`config.mk`:
```
export PLATFORM = sky130hd
export DESIGN_NAME = tcw_ctrl
export DESIGN_NICKNAME = d
export VERILOG_FILES = /design/src/hw/rtl/tcw_pkg.sv /design/src/hw/rtl/tcw_ctrl.sv
export SDC_FILE = /design/constraint.sdc
export NUM_CORES = 1
export LEC_CHECK = 0
export ABC_CLOCK_PERIOD_IN_PS = 2600
export BUFFER_PORTS_ARGS = -buffer_cell sky130_fd_sc_hd__buf_2
export CAP_MARGIN = 20
export CORE_AREA = 2 2 39 41
export DETAILED_ROUTE_END_ITERATION = 12
export DIE_AREA = 0 0 41 43
export PLACE_DENSITY = 0.62
export RECOVER_POWER = 50
export SLEW_MARGIN = 10
export SYNTH_ARGS = -nofsm -noshare
export SYNTH_HDL_FRONTEND = slang
export SYNTH_SLANG_ARGS = --single-unit
```
`constraint.sdc`:
```
create_clock -name i_clk -period 2.6 [get_ports i_clk]
set_input_delay 0.26 -clock i_clk [delete_from_list [all_inputs] [get_ports i_clk]]
set_output_delay 0.26 -clock i_clk [all_outputs]
set_load 0.02 [all_outputs]
```
`src/hw/rtl/tcw_pkg.sv`:
```
// ----------------------------------------------------------------------------
// tcw_pkg
// Shared constants, codes and controller/datapath interface types for the
// text console writer.
// ----------------------------------------------------------------------------
`default_nettype none

package tcw_pkg;

    localparam int COLUMNS = 80;
    localparam int ROWS    = 25;
    localparam int CELLS   = ROWS * COLUMNS;
    localparam int COPY    = (ROWS - 1) * COLUMNS;

    localparam int ROW_W  = 5;
    localparam int COL_W  = 7;
    localparam int POS_W  = 11;
    localparam int ADDR_W = $clog2(CELLS);
    localparam int CNT_W  = $clog2(CELLS + 1);

    localparam logic [1:0] CMD_PUT   = 2'd0;
    localparam logic [1:0] CMD_SET   = 2'd1;
    localparam logic [1:0] CMD_READ  = 2'd2;
    localparam logic [1:0] CMD_CLEAR = 2'd3;

    localparam logic [1:0] KIND_RESET  = 2'd0;
    localparam logic [1:0] KIND_FILL   = 2'd1;
    localparam logic [1:0] KIND_SCROLL = 2'd2;

    localparam logic [7:0] NEWLINE_CODE = 8'h0A;
    localparam logic [7:0] BLANK_CODE   = 8'h20;
    localparam logic [7:0] RESET_COLOR  = 8'h07;

    typedef struct packed {
        logic       accept;
        logic       do_put;
        logic       do_set;
        logic       do_read;
        logic       do_clear;
        logic       sweep_start;
        logic [1:0] sweep_kind;
        logic       sweep_en;
        logic       load_out;
    } t_dp_ctl;

    typedef struct packed {
        logic [1:0] cmd;
        logic       will_scroll;
        logic       sweep_last;
    } t_dp_sts;

endpackage

`default_nettype wire

```
`src/hw/rtl/tcw_ctrl.sv`:
```
// ----------------------------------------------------------------------------
// tcw_ctrl
// Sequencer for the text console writer: request intake, command dispatch,
// store sweeps and the result handshake.
// ----------------------------------------------------------------------------
`default_nettype none

module tcw_ctrl (
    input  wire              i_clk,
    input  wire              i_rst_n,
    input  wire              i_s_tvalid,
    output logic             o_s_tready,
    output logic             o_m_tvalid,
    input  wire              i_m_tready,
    input  wire tcw_pkg::t_dp_sts i_sts,
    output tcw_pkg::t_dp_ctl o_ctl
);
    import tcw_pkg::*;

    localparam logic [2:0] ST_INIT  = 3'd0;
    localparam logic [2:0] ST_IDLE  = 3'd1;
    localparam logic [2:0] ST_EXEC  = 3'd2;
    localparam logic [2:0] ST_RWAIT = 3'd3;
    localparam logic [2:0] ST_SWEEP = 3'd4;
    localparam logic [2:0] ST_FIN   = 3'd5;

    logic [2:0] r_state;
    logic [2:0] n_state;
    logic       r_out_valid;
    logic       out_free;

    assign out_free   = !r_out_valid || i_m_tready;
    assign o_s_tready = (r_state == ST_IDLE);
    assign o_m_tvalid = r_out_valid;

    always_comb begin
        n_state = r_state;
        o_ctl   = '0;
        unique case (r_state)
            ST_INIT: begin
                o_ctl.sweep_en = 1'b1;
                if (i_sts.sweep_last) begin
                    n_state = ST_IDLE;
                end
            end
            ST_IDLE: begin
                if (i_s_tvalid) begin
                    o_ctl.accept = 1'b1;
                    n_state      = ST_EXEC;
                end
            end
            ST_EXEC: begin
                if (out_free) begin
                    unique case (i_sts.cmd)
                        CMD_PUT: begin
                            o_ctl.do_put = 1'b1;
                            if (i_sts.will_scroll) begin
                                o_ctl.sweep_start = 1'b1;
                                o_ctl.sweep_kind  = KIND_SCROLL;
                                n_state           = ST_SWEEP;
                            end else begin
                                o_ctl.load_out = 1'b1;
                                n_state        = ST_IDLE;
                            end
                        end
                        CMD_SET: begin
                            o_ctl.do_set   = 1'b1;
                            o_ctl.load_out = 1'b1;
                            n_state        = ST_IDLE;
                        end
                        CMD_READ: begin
                            o_ctl.do_read = 1'b1;
                            n_state       = ST_RWAIT;
                        end
                        CMD_CLEAR: begin
                            o_ctl.do_clear    = 1'b1;
                            o_ctl.sweep_start = 1'b1;
                            o_ctl.sweep_kind  = KIND_FILL;
                            n_state           = ST_SWEEP;
                        end
                        default: begin
                            n_state = ST_IDLE;
                        end
                    endcase
                end
            end
            ST_RWAIT: begin
                if (out_free) begin
                    o_ctl.load_out = 1'b1;
                    n_state        = ST_IDLE;
                end
            end
            ST_SWEEP: begin
                o_ctl.sweep_en = 1'b1;
                if (i_sts.sweep_last) begin
                    n_state = ST_FIN;
                end
            end
            ST_FIN: begin
                if (out_free) begin
                    o_ctl.load_out = 1'b1;
                    n_state        = ST_IDLE;
                end
            end
            default: begin
                n_state = ST_IDLE;
            end
        endcase
    end

    always_ff @(posedge i_clk) begin
        if (!i_rst_n) begin
            r_state     <= ST_INIT;
            r_out_valid <= 1'b0;
        end else begin
            r_state <= n_state;
            if (o_ctl.load_out) begin
                r_out_valid <= 1'b1;
            end else if (i_m_tready) begin
                r_out_valid <= 1'b0;
            end
        end
    end

    a_load_into_free_slot: assert property (@(posedge i_clk) disable iff (!i_rst_n)
        o_ctl.load_out |-> (!r_out_valid || i_m_tready))
        else $error("result loaded over an untaken result");

    a_sweep_follows_start: assert property (@(posedge i_clk) disable iff (!i_rst_n)
        o_ctl.sweep_start |=> (r_state == ST_SWEEP))
        else $error("sweep did not start");

    a_accept_to_exec: assert property (@(posedge i_clk) disable iff (!i_rst_n)
        (i_s_tvalid && o_s_tready) |=> (r_state == ST_EXEC))
        else $error("accepted request not dispatched");

    a_one_result_per_request: assert property (@(posedge i_clk) disable iff (!i_rst_n)
        o_ctl.load_out |-> (r_state == ST_EXEC || r_state == ST_RWAIT || r_state == ST_FIN))
        else $error("result produced outside a command");

endmodule

`default_nettype wire

```
After elaboration in Yosys (flattened, before gate mapping) --
Index checks and enable logic that the tools add are counted.
Cells by class: eq/ne operators 13, multiplexer cells 26, reduce and logical (&&, ||, !) cells 8
Operator list (number):
- $mux W3 | 7
- $pmux W3 S5 | 1
- $mux W7 | 2
- $mux W1 | 12
- $pmux W3 S4 | 1
- $ne A2 B2 Y1 const B | 4
- $eq A3 B2 Y1 const B | 2
- $eq A3 B3 Y1 const B | 2
- $pmux W3 S2 | 1
- $reduce_and A5 Y1 | 1
- $eq A2 B2 Y1 const B | 2
- $pmux W1 S2 | 2
- $reduce_or A2 Y1 | 2
- $eq A3 B1 Y1 const B | 1
- $logic_not A3 Y1 | 1
- $eq A2 B1 Y1 const B | 1
- $logic_not A2 Y1 | 1
- $ne A2 B1 Y1 const B | 1
- $reduce_bool A2 Y1 | 1
- $logic_not A1 Y1 | 1
- $logic_or A1 B1 Y1 | 1
Storage, ports and cells: register bits 4, input bits 8, output and inout port bits 12, logic and storage cells 49

Longest topological paths before layout --
Gate-level depths: netlist of run 1.
word-level depth 5, depth in mapped cells 6, depth with buffers taken out 6

Worst setup path before layout of run 1 --
No wires, ideal clock.
path type register -> output, start reg r_out_valid, in the netlist o_m_tvalid, end out o_ctl[4] (netlist bit), data arrival time 1.333 ns, data required time 2.340 ns, slack 1.007 ns, stages on the path, launching flop included 4, path buffers 0, cells stage by stage dfxtp_1 nor2b_1 nor3_4 nor3b_1
RTL lines:
- start: declaration | RTL line tcw_ctrl.sv:29 | logic r_out_valid;
- start signal: assignment | RTL line tcw_ctrl.sv:114 | r_out_valid <= 1'b0;
- start signal: assignment | RTL line tcw_ctrl.sv:118 | r_out_valid <= 1'b1;
- start signal: assignment | RTL line tcw_ctrl.sv:120 | r_out_valid <= 1'b0;
- end: declaration | RTL line tcw_ctrl.sv:16 | output tcw_pkg::t_dp_ctl o_ctl

==> results of run 1 <==
==> registers in the layout, indices dropped and copies added, names as in the netlist <==
signal and cells:
o_m_tvalid 1, r_state 3
==> worst max-delay path: cells and delay by family (launching register included) <==
family | cells | cell delay (ns)
AND/OR/NAND/NOR | 4 | 1.01
flip-flops | 1 | 0.36
buffers and inverters | 1 | 0.15
==> cells in the mapped netlist, types with 2 or more instances <==
master    count
and2_1        3
a21oi_1       4
nor2_1        6
o21ai_0       2
nand2_1       5
nand3b_1      3
nand2b_1      2
inv_1         3
ha_1          5
mux2i_1       3
dfxtp_1       4
nor2b_1       2
==> stage by stage <==
step,cells,hold WS (ns),utilization (%)
after floorplan,55,0.402,-
after global placement,88,0.544,39.2
after detailed placement,88,0.544,39.2
after CTS,91,0.331,40.9
after global routing,91,0.357,39.2
final,91,0.331,39.2
==> final timing paths <==
| check | start | end | slack [ns] | depth (start not counted) |
|---|---|---|---|---|
| max | r_state[2]$_SDFFE_PN0P_ | o_ctl[3] | 0.59 | 5 |
| min | i_s_tvalid | r_state[0]$_SDFFE_PN0P_ | 0.33 | 3 |
| min reg2reg | r_state[2]$_SDFFE_PN0P_ | r_state[2]$_SDFFE_PN0P_ | 0.54 | 2 |
| max reg2reg | r_state[2]$_SDFFE_PN0P_ | o_m_tvalid$_SDFFE_PN0P_ | 1.18 | 4 |
==> cell families after synthesis <==
family | Yosys count
AND/OR/NAND/NOR | 28
AO/OA/AOI/OAI | 10
buffers and inverters | 5
adder cells (fa/ha/maj) | 5
flip-flops | 4
multiplexers | 3
==> routing by layer <==
metal / track usage (%) / vias up / routed length [microns]
met3: 1.57 / 0 / 43
met2: 18.8 / 8 / 449
met5: 0 / - / 0
met1: 13.2 / 185 / 424
met4: 4.00 / 0 / 0
li1: - / 228 / -
==> report_power, final <==
| part | internal [mW] | switching (mW) | total [mW] |
|---|---|---|---|
| clock network | 0.0515 | 0.0237 | 0.0752 |
| logic | 0.0488 | 0.0676 | 0.116 |
| registers | 0.0699 | 0.0160 | 0.0859 |
| total | 0.170 | 0.107 | 0.278 |
==> final cells by class <==
type / count / area, sq um / share of cell area, %
Clock buffer: 3 / 22.5 / 4.15
Inverter: 3 / 11.3 / 2.07
Multi-Input combinational cell: 46 / 319 / 58.8
Sequential cell: 4 / 80.1 / 14.7
Tap cell: 16 / 20.0 / 3.69
Timing Repair Buffer: 19 / 90.1 / 16.6
==> results.toml, run 1 <==
[outcome]
status = "finished, final reports clean"

[timing]
fin_crit_sh_pct = 77.2
fmax_mhz = 498
tns_ns = 0
min_period_ns = 2.01
setup_slack_ns = 0.593
grt_setup_unrepaired = "no"
finalSetupViolCount = 0
slew_viol_final = 0
skew_ns = 0.00168
hold_violations = 0
slew_headroom_pct = 67.7
worstMarginPinSlew_ns = 0.481

[placement]
preCtsSetupSlack_ns = 1.05
gp_congestion = 0.698
dp_hpwl_microns = 727
numPortBuffers = 19
placedInstanceArea_sq_um = 543

[finish]
final_nets = 90
final_cell_mix = "15 x buf_2, 6 x nor2_1, 5 x nand2_1, 5 x ha_1"
area_delta_synth_final_pct = 23.3
drive_above_1_share_pct = 26.7
diodes = 0
fillerInstances = 153
final_common_cell = "buf_2"
stdcell_area_sq_um = 543

[die]
die_w_microns = 41
io_pins = 20
dieArea_sq_mm = 0.00176
start_util_pct = 31.8
row_count = 14
core_area_sq_mm = 0.00138
die_h_microns = 43

[clock_tree]
cts_setup_buffers = 0
root_buffer = "clkbuf_4"
cts.sinks = 4
cts_tree = "built"
cts_max_level = 1
clk_latency_ns = 0.23
clk_pin_slew_ns = 0.04
cts_hold_buf = 0
cts_buffers = 3
ctsLongestPathBuffers = 2
post_cts_resized = 0

[pwr]
worst_ir_drop_vdd_mv = 0.108
power.density_mw_per_mm2 = 511
p_leak_nw = 0.279
total_power_mw = 0.278

[logic_synthesis]
synth_area_leaders = "dfxtp_1 18%, ha_1 14%, mux2i_1 6.8%"
synth-simple-area-share_pct = 39.2
muxShareOfSynthArea_pct = 6.82
synth_ff_type = "dfxtp_1"
synth_seq_area_share_pct = 18.2
netlist_instances = 55
synth_top_area_share_pct = 18.2
yosysWarnings = 0
synth_fa_ha_area_share_pct = 14.2
synth_top_family_by_area = "simple AND/OR/NAND/NOR gates"
synthesis.nets = 68
synth.avg_cell_area_sq_um = 8.01
yosys.area_share.xor_xnor_pct = 0
ys_ff_latch = 4
syn_area_sq_um = 440
synthArstFlopShare_pct = 0
yosysTopAreaCell = "dfxtp_1"
synth_edf_count = 0
ys_types = 25
synth_compound_area_share_pct = 16.2

[worst_setup_path]
critPathLaunchType = "register"
cp.arrival_ns = 1.75
end_kind = "output port"
critPathSlowestCell = "nor3_1"
cp_max_fo = 7
worstSetupPathType = "register to output port"
cp_cell_sequence = "nand2b_2, nor3_1, and2_4, and3b_1, buf_2"
critical_path_required_ns = 2.34
worst_path_largest_cell_delay_ns = 0.40

[route]
antenna_left = 0
dr.pass1.iters = 4
routed_wl_microns = 917
drt_iter0_drc = 1
drc = 0
vias_per_cell = 4.63
post_drt_wl_per_cell_microns = 10.1
vias = 421

[grt]
antenna_found_initial = 0
track_usage_pct = 11.1
grt_pass1_vias = 371
grt_pass1_wl_mm = 1.40
grt-ovfl-total = 0
grt_max_degree = 12

[hold_path]
hold_path.class = "primary input to register"

[flow_run]
maxCapViolCount = 0
No activity file was read; power rests on OpenSTA's default activity.
==> run 2, diff against run 1 <==
- ABC_CLOCK_PERIOD_IN_PS: 2600 -> 1700
- PLACE_DENSITY: 0.62 -> 0.64
- clock period: 2.6 -> 1.7 ns (I/O delays scaled with it)
==> results.toml, run 2 (synthesized netlist as in run 1, its figures left out) <==
[pwr]
worst_ir_drop_vdd_mv = 0.242
power.density_mw_per_mm2 = 780
p_leak_nw = 0.292

[worst_setup_path]
critPathLaunchType = "register"
crit_family = "simple AND/OR/NAND/NOR gates"
worstSetupPathType = "register to output port"
cp_cell_sequence = "nand2b_4, nor3_4, and2_4, and3b_1, buf_2"
end_kind = "output port"
cp_max_fo = 7
critical_path_required_ns = 1.53
cp.arrival_ns = 1.43
worst_path_largest_cell_delay_ns = 0.35
critPathSlowestCell = "dfxtp_2"
cp_num_buf_inv = 1

[grt]
grt-ovfl-total = 0
grt_pass1_wl_mm = 1.49
grt_max_degree = 12
grt_pass1_vias = 372
use_met1_pct = 15.1
use_met2_pct = 18.8
met3_usage_pct = 3.14
antenna_found_initial = 0
grt.busiest_layer = "met2"
track_usage_pct = 12.2

[route]
drc = 0
post_drt_wl_per_cell_microns = 10.3
vias_per_cell = 4.77
routed_wl_microns = 955
vias = 444
dr.pass1.iters = 2
drt_iter0_drc = 3
antenna_left = 0

[placement]
gp_congestion = 0.730
dp_hpwl_microns = 760
numPortBuffers = 19

[die]
die_h_microns = 43
die_w_microns = 41
io_pins = 20
start_util_pct = 31.8
dieArea_sq_mm = 0.00176
row_count = 14
core_area_sq_mm = 0.00138

[flow_run]
maxCapViolCount = 0

[timing]
hold_violations = 0
skew_ns = 0.00529
grt_setup_unrepaired = "no"
slew_viol_final = 0
finalSetupViolCount = 0
fmax_mhz = 623
fin_crit_sh_pct = 94.4
worstMarginPinSlew_ns = 0.364
min_period_ns = 1.60
slew_headroom_pct = 75.6
hold_ws_ns = 0.243
tns_ns = 0

[clock_tree]
ctsLongestPathBuffers = 2
cts_buffers = 3
cts_max_level = 1
clk_pin_slew_ns = 0.04
clk_latency_ns = 0.23
root_buffer = "clkbuf_4"
cts.sinks = 4
cts_hold_buf = 0
cts_tree = "built"

[finish]
largest_reg_flops = 3
diodes = 0
multiInputGateArea_sq_um = 338
final_nets = 92
drive_above_1_share_pct = 33.8
seqCellArea_sq_um = 82.6
area_delta_synth_final_pct = 31.0
fillerInstances = 155
final_cell_mix = "16 x buf_2, 6 x nor2_1, 5 x nand2_1, 5 x ha_1"
regMostFlops = "r_state"
final_common_cell = "buf_2"

[outcome]
status = "finished, final reports clean"

[hold_path]
hold_path.class = "primary input to register"
[run 2: through the flow]
stage / power, mW / instance area, sq um / util, % / worst slack [ns] / cells
after floorplan: 0.278 / 440 / - / 0.197 / 55
after global placement: 0.335 / 551 / 39.8 / 0.213 / 89
after detailed placement: 0.336 / 551 / 39.8 / 0.208 / 89
after CTS: 0.466 / 587 / 42.4 / 0.0380 / 93
after global routing: 0.484 / 577 / 41.7 / 0.00320 / 93
final: 0.450 / 577 / 41.7 / 0.0953 / 93
[run 2: worst min-delay path: cells and delay by family]
| family | cells | cell delay (ns) |
|---|---|---|
| AND/OR/NAND/NOR | 1 | 0.06 |
| buffers and inverters | 1 | 0.09 |
| AO/OA/AOI/OAI | 1 | 0.11 |
[run 2: layer usage]
layer  up-vias  wire, microns
met5         -              0
met4         0              0
met3         0             37
met2        10            472
met1       200            445
li1        234              -
[run 2: final cells by class]
type,instances,share of cell area [%]
Inverter,3,1.95
Timing Repair Buffer,21,17.8
Clock buffer,3,3.90
Multi-Input combinational cell,46,58.6
Tap cell,16,3.47
Sequential cell,4,14.3
[run 2: path summary, 6_finish.rpt]
path                                         startpoint                       to  slack [ns]  cells after the start
worst max-delay path            r_state[2]$_SDFFE_PN0P_                 o_ctl[3]         0.1                      5
worst min-delay path                         i_s_tvalid  r_state[0]$_SDFFE_PN0P_        0.24                      3
worst max register to register  r_state[1]$_SDFFE_PN0P_  r_state[2]$_SDFFE_PN0P_        0.19                      5
worst min register to register  r_state[2]$_SDFFE_PN0P_  r_state[2]$_SDFFE_PN0P_        0.52                      2
[run 2: power by group]
| group | internal (mW) | switching [mW] | leakage, nW |
|---|---|---|---|
| clock | 0.0790 | 0.0389 | 0.0138 |
| sequential | 0.108 | 0.0226 | 0.0334 |
| combinational | 0.0860 | 0.115 | 0.244 |
| total | 0.273 | 0.176 | 0.292 |
[run 2: timing repair]
action                                  4_1_cts  5_1_grt
buffers inserted                              1        0
pin swaps                                     1        1
gates resized for setup                       2        2
endpoints found under the setup margin        1        2
